## src/hw/rtl/battery_voltage_scale_average_unit_macros.svh

```systemverilog
// ---------------------------------------------------------------------------
// battery voltage scale/average unit assertion macros
// shared concurrent assertion forms, clocked on clk, disabled in reset
// ---------------------------------------------------------------------------
`ifndef BATTERY_VOLTAGE_SCALE_AVERAGE_UNIT_MACROS_SVH
`define BATTERY_VOLTAGE_SCALE_AVERAGE_UNIT_MACROS_SVH

// same-cycle implication
`define BVSA_ASSERT_IMPL(lbl, ante, cons, msg) \
  lbl: assert property (@(posedge clk) disable iff (!rst_n) (ante) |-> (cons)) else $error(msg);

// next-cycle implication
`define BVSA_ASSERT_NEXT(lbl, ante, cons, msg) \
  lbl: assert property (@(posedge clk) disable iff (!rst_n) (ante) |=> (cons)) else $error(msg);

// plain invariant
`define BVSA_ASSERT_ALWAYS(lbl, prop, msg) \
  lbl: assert property (@(posedge clk) disable iff (!rst_n) (prop)) else $error(msg);

`endif

```

## src/hw/rtl/bvsa_pkg.sv

```systemverilog
// ---------------------------------------------------------------------------
// bvsa_pkg
// types, constants and register codes of the battery voltage scale/average unit
// ---------------------------------------------------------------------------
package bvsa_pkg;

  // ring depth, power of two
  localparam int HIST_DEPTH = 16;
  localparam int HIST_IDX_W = $clog2(HIST_DEPTH);
  localparam int VOLT_W     = 16;
  localparam int SUM_W      = VOLT_W + HIST_IDX_W;
  localparam int CODE_W     = 12;
  localparam int CFG_W      = 16;
  localparam int CFG_IDX_W  = 2;

  // fixed point scale, 13590 / 2^24 ~ 0.00081
  localparam logic signed [14:0] LSB_SCALE = 15'sd13590;
  localparam int LSB_SHIFT = 24;
  localparam int PROD1_W   = CODE_W + 1 + CFG_W;
  localparam int PROD2_W   = PROD1_W + 14;
  localparam int SHIFT_W   = PROD2_W - LSB_SHIFT;
  localparam int SUMV_W    = SHIFT_W + 2;

  localparam int QDEPTH   = 4;
  localparam int QPTR_W   = $clog2(QDEPTH);
  localparam int QCNT_W   = $clog2(QDEPTH + 1);

  localparam logic [CFG_IDX_W-1:0] CFG_GAIN      = 2'd0;
  localparam logic [CFG_IDX_W-1:0] CFG_OFFSET    = 2'd1;
  localparam logic [CFG_IDX_W-1:0] CFG_THRESHOLD = 2'd2;

  localparam logic [CFG_W-1:0] THRESHOLD_RESET = 16'd512;

  typedef struct packed {
    logic [CFG_W-1:0] gain;
    logic [CFG_W-1:0] offset;
    logic [CFG_W-1:0] threshold;
  } cfg_regs_t;

  typedef struct packed {
    logic              valid;
    logic [VOLT_W-1:0] volt;
  } q_word_t;

endpackage

```

## src/hw/rtl/bvsa_in_if.sv

```systemverilog
// ---------------------------------------------------------------------------
// bvsa_in_if
// input channel: one raw adc code per transfer
// ---------------------------------------------------------------------------
interface bvsa_in_if;
  logic                        valid;
  logic                        ready;
  logic [bvsa_pkg::CODE_W-1:0] adc_code;

  modport source (output valid, output adc_code, input ready);
  modport sink (input valid, input adc_code, output ready);
endinterface

```

## src/hw/rtl/bvsa_out_if.sv

```systemverilog
// ---------------------------------------------------------------------------
// bvsa_out_if
// result channel: scaled voltage and ring mean per transfer
// ---------------------------------------------------------------------------
interface bvsa_out_if;
  logic                        valid;
  logic                        ready;
  logic [bvsa_pkg::VOLT_W-1:0] last_voltage;
  logic [bvsa_pkg::VOLT_W-1:0] average_voltage;
  logic                        average_ready;

  modport source (output valid, output last_voltage, output average_voltage,
                  output average_ready, input ready);
  modport sink (input valid, input last_voltage, input average_voltage,
                input average_ready, output ready);
endinterface

```

## src/hw/rtl/bvsa_cfg_if.sv

```systemverilog
// ---------------------------------------------------------------------------
// bvsa_cfg_if
// configuration write channel: register index and data per transfer
// ---------------------------------------------------------------------------
interface bvsa_cfg_if;
  logic                           valid;
  logic                           ready;
  logic [bvsa_pkg::CFG_IDX_W-1:0] index;
  logic [bvsa_pkg::CFG_W-1:0]     data;

  modport source (output valid, output index, output data, input ready);
  modport sink (input valid, input index, input data, output ready);
endinterface

```

## src/hw/rtl/battery_voltage_scale_average_unit.sv

```systemverilog
// ---------------------------------------------------------------------------
// battery_voltage_scale_average_unit
// scales adc codes to battery voltage and keeps a 16-entry moving average
// ---------------------------------------------------------------------------
//  channel   dir  handshake      payload
//  in_ch     in   valid/ready    adc_code[11:0]
//  out_ch    out  valid/ready    last_voltage[15:0] average_voltage[15:0] average_ready
//  cfg_ch    in   valid/ready    index[1:0] data[15:0], ready always high
//
//  one item per cycle sustained while out_ready stays high; an in transfer reaches
//  out valid through two multiply stages, the queue and the output register
//  synchronous reset clears ring, sum, pointers, valid flags, gain and offset, threshold to 512
//  out_ready low fills the output register, then the 4-entry queue, then the
//  multiply stages, after which in_ready drops
// ---------------------------------------------------------------------------
module battery_voltage_scale_average_unit (
  input  logic        clk,
  input  logic        rst_n,
  bvsa_in_if.sink     in_ch,
  bvsa_out_if.source  out_ch,
  bvsa_cfg_if.sink    cfg_ch
);

  bvsa_pkg::cfg_regs_t cfg_r;
  bvsa_pkg::q_word_t   push;
  bvsa_pkg::q_word_t   head;
  logic                q_full;
  logic                pop;

  assign cfg_ch.ready = 1'b1;

  always_ff @(posedge clk) begin
    if (!rst_n) begin
      cfg_r.gain      <= '0;
      cfg_r.offset    <= '0;
      cfg_r.threshold <= bvsa_pkg::THRESHOLD_RESET;
    end else if (cfg_ch.valid) begin
      case (cfg_ch.index)
        bvsa_pkg::CFG_GAIN:      cfg_r.gain      <= cfg_ch.data;
        bvsa_pkg::CFG_OFFSET:    cfg_r.offset    <= cfg_ch.data;
        bvsa_pkg::CFG_THRESHOLD: cfg_r.threshold <= cfg_ch.data;
        default: ;
      endcase
    end
  end

  bvsa_front u_front (
    .clk    (clk),
    .rst_n  (rst_n),
    .in_ch  (in_ch),
    .cfg    (cfg_r),
    .q_full (q_full),
    .push   (push)
  );

  bvsa_queue u_queue (
    .clk   (clk),
    .rst_n (rst_n),
    .push  (push),
    .full  (q_full),
    .head  (head),
    .pop   (pop)
  );

  bvsa_back u_back (
    .clk    (clk),
    .rst_n  (rst_n),
    .cfg    (cfg_r),
    .head   (head),
    .pop    (pop),
    .out_ch (out_ch)
  );

endmodule

```

## src/hw/rtl/bvsa_front.sv

```systemverilog
// ---------------------------------------------------------------------------
// bvsa_front
// accepts adc codes and scales them to clamped voltages in two multiply stages
// ---------------------------------------------------------------------------
module bvsa_front (
  input  logic                clk,
  input  logic                rst_n,
  bvsa_in_if.sink             in_ch,
  input  bvsa_pkg::cfg_regs_t cfg,
  input  logic                q_full,
  output bvsa_pkg::q_word_t   push
);

  logic                                  s1_v_r;
  logic signed [bvsa_pkg::PROD1_W-1:0]   s1_m_r;
  logic                                  s2_v_r;
  logic signed [bvsa_pkg::PROD2_W-1:0]   s2_p_r;

  logic                                  adv1;
  logic                                  adv2;
  logic signed [bvsa_pkg::PROD1_W-1:0]   m1;
  logic signed [bvsa_pkg::PROD2_W-1:0]   m2;
  logic signed [bvsa_pkg::SHIFT_W-1:0]   sh;
  logic signed [bvsa_pkg::SUMV_W-1:0]    v;

  assign adv2        = !s2_v_r || !q_full;
  assign adv1        = !s1_v_r || adv2;
  assign in_ch.ready = adv1;

  always_comb begin
    m1 = $signed({1'b0, in_ch.adc_code}) * $signed(cfg.gain);
    m2 = s1_m_r * bvsa_pkg::LSB_SCALE;
  end

  always_ff @(posedge clk) begin
    if (!rst_n) begin
      s1_v_r <= 1'b0;
      s2_v_r <= 1'b0;
    end else begin
      if (adv1) s1_v_r <= in_ch.valid;
      if (adv2) s2_v_r <= s1_v_r;
    end
  end

  always_ff @(posedge clk) begin
    if (adv1) s1_m_r <= m1;
    if (adv2) s2_p_r <= m2;
  end

  // floor shift, offset and clamp to 0..65535
  always_comb begin
    sh = s2_p_r[bvsa_pkg::PROD2_W-1:bvsa_pkg::LSB_SHIFT];
    v  = bvsa_pkg::SUMV_W'(sh) + bvsa_pkg::SUMV_W'($signed(cfg.offset));
    push.valid = s2_v_r;
    if (v[bvsa_pkg::SUMV_W-1]) begin
      push.volt = '0;
    end else if (v[bvsa_pkg::SUMV_W-2:bvsa_pkg::VOLT_W] != '0) begin
      push.volt = '1;
    end else begin
      push.volt = v[bvsa_pkg::VOLT_W-1:0];
    end
  end

endmodule

```

## src/hw/rtl/bvsa_queue.sv

```systemverilog
// ---------------------------------------------------------------------------
// bvsa_queue
// small fifo of scaled voltages between front and back
// ---------------------------------------------------------------------------
module bvsa_queue (
  input  logic              clk,
  input  logic              rst_n,
  input  bvsa_pkg::q_word_t push,
  output logic              full,
  output bvsa_pkg::q_word_t head,
  input  logic              pop
);

  logic [bvsa_pkg::VOLT_W-1:0] mem_r [bvsa_pkg::QDEPTH];
  logic [bvsa_pkg::QPTR_W-1:0] wr_r;
  logic [bvsa_pkg::QPTR_W-1:0] rd_r;
  logic [bvsa_pkg::QCNT_W-1:0] cnt_r;
  logic [bvsa_pkg::QCNT_W-1:0] cnt_nxt;
  logic                        do_push;
  logic                        do_pop;

  assign full       = (cnt_r == bvsa_pkg::QCNT_W'(bvsa_pkg::QDEPTH));
  assign do_push    = push.valid && !full;
  assign do_pop     = pop && (cnt_r != '0);
  assign head.valid = (cnt_r != '0);
  assign head.volt  = mem_r[rd_r];

  always_comb begin
    cnt_nxt = cnt_r;
    if (do_push && !do_pop) cnt_nxt = cnt_r + 1'b1;
    else if (!do_push && do_pop) cnt_nxt = cnt_r - 1'b1;
  end

  always_ff @(posedge clk) begin
    if (!rst_n) begin
      wr_r  <= '0;
      rd_r  <= '0;
      cnt_r <= '0;
    end else begin
      if (do_push) wr_r <= wr_r + 1'b1;
      if (do_pop) rd_r <= rd_r + 1'b1;
      cnt_r <= cnt_nxt;
    end
  end

  always_ff @(posedge clk) begin
    if (do_push) mem_r[wr_r] <= push.volt;
  end

endmodule

```

## src/hw/rtl/bvsa_back.sv

```systemverilog
// ---------------------------------------------------------------------------
// bvsa_back
// ring update, running sum, threshold check and output register
// ---------------------------------------------------------------------------
module bvsa_back (
  input  logic                clk,
  input  logic                rst_n,
  input  bvsa_pkg::cfg_regs_t cfg,
  input  bvsa_pkg::q_word_t   head,
  output logic                pop,
  bvsa_out_if.source          out_ch
);

  `include "battery_voltage_scale_average_unit_macros.svh"

  logic [bvsa_pkg::VOLT_W-1:0]     hist_r [bvsa_pkg::HIST_DEPTH];
  logic [bvsa_pkg::HIST_IDX_W-1:0] wp_r;
  logic [bvsa_pkg::HIST_IDX_W-1:0] wp_nxt;
  logic [bvsa_pkg::SUM_W-1:0]      sum_r;
  logic [bvsa_pkg::SUM_W-1:0]      sum_nxt;
  logic                            out_valid_r;
  logic [bvsa_pkg::VOLT_W-1:0]     last_r;
  logic [bvsa_pkg::VOLT_W-1:0]     avg_r;
  logic                            avg_ok_r;

  logic                            all_ok;
  logic [bvsa_pkg::VOLT_W-1:0]     ent;

  assign pop = head.valid && (!out_valid_r || out_ch.ready);

  always_comb begin
    sum_nxt = sum_r - bvsa_pkg::SUM_W'(hist_r[wp_r]) + bvsa_pkg::SUM_W'(head.volt);
    wp_nxt  = (wp_r == bvsa_pkg::HIST_IDX_W'(bvsa_pkg::HIST_DEPTH - 1)) ? '0 : wp_r + 1'b1;
    all_ok  = 1'b1;
    ent     = '0;
    for (int i = 0; i < bvsa_pkg::HIST_DEPTH; i++) begin
      ent = (bvsa_pkg::HIST_IDX_W'(i) == wp_r) ? head.volt : hist_r[i];
      if (ent < cfg.threshold) all_ok = 1'b0;
    end
  end

  always_ff @(posedge clk) begin
    if (!rst_n) begin
      for (int i = 0; i < bvsa_pkg::HIST_DEPTH; i++) hist_r[i] <= '0;
      wp_r        <= '0;
      sum_r       <= '0;
      out_valid_r <= 1'b0;
    end else begin
      if (pop) begin
        hist_r[wp_r] <= head.volt;
        wp_r         <= wp_nxt;
        sum_r        <= sum_nxt;
        out_valid_r  <= 1'b1;
      end else if (out_ch.ready) begin
        out_valid_r <= 1'b0;
      end
    end
  end

  always_ff @(posedge clk) begin
    if (pop) begin
      last_r   <= head.volt;
      avg_r    <= all_ok ? sum_nxt[bvsa_pkg::SUM_W-1:bvsa_pkg::HIST_IDX_W] : '0;
      avg_ok_r <= all_ok;
    end
  end

  assign out_ch.valid           = out_valid_r;
  assign out_ch.last_voltage    = last_r;
  assign out_ch.average_voltage = avg_r;
  assign out_ch.average_ready   = avg_ok_r;

  `BVSA_ASSERT_IMPL(a_pop_has_data, pop, head.valid, "pop from empty queue")
  `BVSA_ASSERT_NEXT(a_pop_fills_out, pop, out_valid_r, "popped item not presented")
  `BVSA_ASSERT_IMPL(a_not_ready_zero, out_valid_r && !avg_ok_r, avg_r == '0,
                    "average nonzero while not ready")

endmodule

```

## src/flat_wrapper.sv

```systemverilog
// flat-port wrapper written by rule: the top's interface ports become plain ports
module battery_voltage_scale_average_unit_flat 
  (clk, rst_n, in_ch_valid, in_ch_adc_code, in_ch_ready, out_ch_valid, out_ch_last_voltage, out_ch_average_voltage, out_ch_average_ready, out_ch_ready, cfg_ch_valid, cfg_ch_index, cfg_ch_data, cfg_ch_ready);
  bvsa_in_if in_ch_i ();
  bvsa_out_if out_ch_i ();
  bvsa_cfg_if cfg_ch_i ();
  input  logic clk;
  input  logic rst_n;
  input wire logic [$bits(in_ch_i.valid)-1:0] in_ch_valid;
  input wire logic [$bits(in_ch_i.adc_code)-1:0] in_ch_adc_code;
  output wire logic [$bits(in_ch_i.ready)-1:0] in_ch_ready;
  output wire logic [$bits(out_ch_i.valid)-1:0] out_ch_valid;
  output wire logic [$bits(out_ch_i.last_voltage)-1:0] out_ch_last_voltage;
  output wire logic [$bits(out_ch_i.average_voltage)-1:0] out_ch_average_voltage;
  output wire logic [$bits(out_ch_i.average_ready)-1:0] out_ch_average_ready;
  input wire logic [$bits(out_ch_i.ready)-1:0] out_ch_ready;
  input wire logic [$bits(cfg_ch_i.valid)-1:0] cfg_ch_valid;
  input wire logic [$bits(cfg_ch_i.index)-1:0] cfg_ch_index;
  input wire logic [$bits(cfg_ch_i.data)-1:0] cfg_ch_data;
  output wire logic [$bits(cfg_ch_i.ready)-1:0] cfg_ch_ready;
  assign in_ch_i.valid = in_ch_valid;
  assign in_ch_i.adc_code = in_ch_adc_code;
  assign in_ch_ready = in_ch_i.ready;
  assign out_ch_valid = out_ch_i.valid;
  assign out_ch_last_voltage = out_ch_i.last_voltage;
  assign out_ch_average_voltage = out_ch_i.average_voltage;
  assign out_ch_average_ready = out_ch_i.average_ready;
  assign out_ch_i.ready = out_ch_ready;
  assign cfg_ch_i.valid = cfg_ch_valid;
  assign cfg_ch_i.index = cfg_ch_index;
  assign cfg_ch_i.data = cfg_ch_data;
  assign cfg_ch_ready = cfg_ch_i.ready;
  battery_voltage_scale_average_unit u_core (.clk(clk), .rst_n(rst_n), .in_ch(in_ch_i), .out_ch(out_ch_i), .cfg_ch(cfg_ch_i));
endmodule
```

## config.mk

```make
export PLATFORM = sky130hd
export DESIGN_NAME = battery_voltage_scale_average_unit_flat
export DESIGN_NICKNAME = d
export VERILOG_FILES = /design/src/hw/rtl/bvsa_pkg.sv /design/src/hw/rtl/bvsa_in_if.sv /design/src/hw/rtl/bvsa_out_if.sv /design/src/hw/rtl/bvsa_cfg_if.sv /design/src/hw/rtl/battery_voltage_scale_average_unit.sv /design/src/hw/rtl/bvsa_front.sv /design/src/hw/rtl/bvsa_queue.sv /design/src/hw/rtl/bvsa_back.sv /design/src/flat_wrapper.sv
export VERILOG_INCLUDE_DIRS = /design/src /design/src/hw/rtl
export SDC_FILE = /design/constraint.sdc
export NUM_CORES = 2
export LEC_CHECK = 0
export BUFFER_PORTS_ARGS = -buffer_cell sky130_fd_sc_hd__buf_2
export CAP_MARGIN = 20
export CORE_MARGIN = 4
export CORE_UTILIZATION = 32
export CTS_CLUSTER_DIAMETER = 50
export DETAILED_ROUTE_END_ITERATION = 16
export PLACE_DENSITY = 0.56
export SLEW_MARGIN = 20
export SYNTH_ARGS = -nofsm -noshare
export SYNTH_HDL_FRONTEND = slang
export SYNTH_HIERARCHICAL = 1
export SYNTH_SLANG_ARGS = --single-unit
```

## constraint.sdc

```tcl
create_clock -name clk -period 5.41 [get_ports clk]
set_clock_uncertainty 0.15 [all_clocks]
set_input_delay 0.8115 -clock clk [delete_from_list [all_inputs] [get_ports clk]]
set_output_delay 0.8115 -clock clk [all_outputs]
set_load 0.01 [all_outputs]
```

==> results.txt <==
Total track usage: 0.183
Post-layout min period: 5.87 ns
Fillers: 13366
Die Wd: 377 um
Slew Limit Fails: 0
First drt pass iteration count: 6
Post-route clock period utilization: 1.09
Cells after Synth: 4328
Post-CTS Hold Fix Bufs: 0
PnR worst setup slack: -0.461 ns
Post-synth EDFFs: 401
ANT nets after route: 0
Max Cap Violations: 0
CTS tree: done
GP Congestion: 0.936
Synth Area in Adders: 0.296
Sequential area share after synthesis: 0.317
DR DRC count: 0
Synth warn: 6
Yosys cell types: 95
Required time worst endpoint: 5.65 ns
Outcome: finished with violations
Initial antenna violation count: 3
Clock Path Buffers: 3
Core ar.: 135000 um2
Nets: 5478
Violated checks: negative setup slack
Layout overhead on the synthesized area: 18.6%
Final setup viols: 16
HPWL after detailed placement: 100 mm
DR vias/cell: 5.14
Reg2Reg Setup Slack: -0.46 ns
CTS sink count: 489
CTS buffer count: 72
Input/output buffers: 69
Slew HR: 0.306
Chip height: 377 um
Clock latency on the worst-skew pair: 0.67 ns
Die area: 142000 um2
Starting density of the core: 0.322
Synth Cell Area: 43600 um2
CTS root buffer: clkbuf_16
WL final: 131 mm
CP Cell Sequence: buf_6 > ha_4 > fa_1 > fa_1 > inv_1 > fa_1 > inv_2 > fa_1 > inv_2 > fa_1 > inv_2 > ha_4 > nand4_1 > o211ai_1 > buf_4 > nor3b_2 > o31a_1 > buf_12 > o31ai_4 > buf_6 > a41oi_2 > xnor2_1
Final hold vios: 0
Storage element area: 13800 um2
Hold crit path type: in -> reg
Slowest library cell on the worst path: fa_1
Layout cells sized above 1: 0.174
Syn Area/Cell: 10.1 um2
Synth top area cells: edfxtp_1 28%, fa_1 15%, ha_1 14%
Clock transition at path regs: 0.06 ns
Most frequent cells in the layout: 588 x inv_1, 505 x nand2_1, 477 x ha_1
Largest family of logic cells by synthesized area: adder cells
Worst path max stage delay: 0.51 ns
# IOs: 71
# rows: 135
Cell taking the most area after synthesis: edfxtp_1
CP startpoint kind: flop
CP endpoint kind: flop
Simple-gate share of the synthesized area: 0.121
Initial DRC count: 2468
Crit path max-delay family: adder cells
Setup Crit Path Kind: reg -> reg
First-pass GRT wire length: 200 mm
Most used cell, CP: fa_1
Global route total overflow: 0
Mux cell area share after synthesis: 0.0657
Synth Net Count: 5195
Largest net degree at the start of global routing: 67
Via count: 33166
Htree depth: 3
CP bufs+invs: 8
Wire per inst: 20.3 um
Post-synth top area share: 0.276
Setup TNS: -4.56 ns
Area of the multi-input gates: 27400 um2
Prevailing post-synth register cell: edfxtp_1
WP data arrival: 6.11 ns
RSZ-0062 raised after global routing: true
Commonest non-fill, non-tap cell in the layout: inv_1
Synth Area in Compound Gates: 0.108
Synthesized flop and latch total: 489
Fmax: 170 MHz
Critical path peak fanout: 4
Worst slew pin tran: 1.04 ns
Vias in the first global route: 33933
Xor/xnor share of the synthesized area: 0.0195
Async S/R FF share, synth: 0
through the flow:
step            util  worst slack (ns)  instance area (um2)  hold slack, ns  instances
3_5_place_dp   0.356            -0.783                48200           0.298       6286
6_report       0.382            -0.461                51700           0.247       6454
3_3_place_gp   0.356            -0.761                48200           0.292       6286
5_1_grt        0.382            -0.693                51700           0.234       6452
2_1_floorplan      -            -0.102                43800           0.282       4328
4_1_cts        0.379            -0.458                51200           0.207       6432
sequential cells by signal (all words and copies together) (netlist names), named ones only:
register	count
u_core/cfg_r	48
u_core/u_back/hist_r	256
u_core/u_back/out_ch.average_ready	1
u_core/u_back/out_ch.average_voltage	16
u_core/u_back/out_ch.last_voltage	16
u_core/u_back/out_ch.valid	1
u_core/u_back/sum_r	20
u_core/u_back/wp_r	4
u_core/u_front/s1_m_r	29
u_core/u_front/s1_v_r	1
u_core/u_front/s2_p_r	19
u_core/u_front/s2_v_r	1
u_core/u_queue/cnt_r	3
u_core/u_queue/mem_r	64
u_core/u_queue/rd_r	2
u_core/u_queue/wr_r	2
per-layer routing:
layer  routed length (um)  up-vias  GRT usage
li1                     -    15391          -
met1                54600    16547      0.236
met2                63800     1019      0.316
met3                 8250      209     0.0294
met4                 4330        0     0.0549
met5                    0        -          0
cell families (layout without fill, tap and decap cells):
group | count (synthesis) | after routing
and+or+nand+nor | 1172 | 1172
adders and majority gates | 832 | 832
buffers and inverters | 806 | 1149
AOI/OAI and AO/OA | 766 | 766
DFF | 489 | 489
muxes | 165 | 165
xor gates and xnor gates | 97 | 97
other | 1 | 3
Yosys cell counts, drive strengths merged, types with 38 or more instances:
master and count:
inv 596, nand2 512, ha 502, edfxtp 401, nor2 359, o21ai 343
fa 330, clkbuf 158, a21oi 147, mux4 96, and2 88, dfxtp 88
a21o 84, mux2i 62, xnor2 59, buf 51, nor3 42, nand4 41
nand3 38, xor2 38
final timing paths:
check	startpoint	endpoint	depth (start not counted)
setup / recovery	u_core/u_front/s1_m_r[6]	u_core/u_front/s2_p_r[41]	22
setup reg to reg	u_core/u_front/s1_m_r[6]	u_core/u_front/s2_p_r[41]	22
hold reg to reg	u_core/u_back/sum_r[0]	u_core/u_back/sum_r[0]	2
hold / removal	in_ch_valid	u_core/u_front/s1_v_r	3
worst min-delay path, cell delays in order:
cell	delay (ns)
buf_2	0.10
inv_1	0.04
a21boi_0	0.06
final cells by class:
| type | instances | area share |
|---|---|---|
| Clock inverter | 53 | 0.0138 |
| Sequential cell | 489 | 0.268 |
| Clock buffer | 81 | 0.0361 |
| Multi-Input combinational cell | 3033 | 0.530 |
| Inverter | 597 | 0.0434 |
| Timing Repair Buffer | 418 | 0.0657 |
| Antenna cell | 2 | 0.0000969 |
| Tap cell | 1781 | 0.0431 |
timing repair:
action | CTS | global route
hold endpoints to repair | 0 | 0
setup endpoints to repair | 26 | 27
buffers inserted | 15 | 21
pin swaps | 34 | 55
gates resized for setup | 61 | 66
gates cloned | 0 | 3
Power is left out: the tool's default activity adds up to more than one toggle a clock period on the data nets, which glitch-free logic cannot reach.
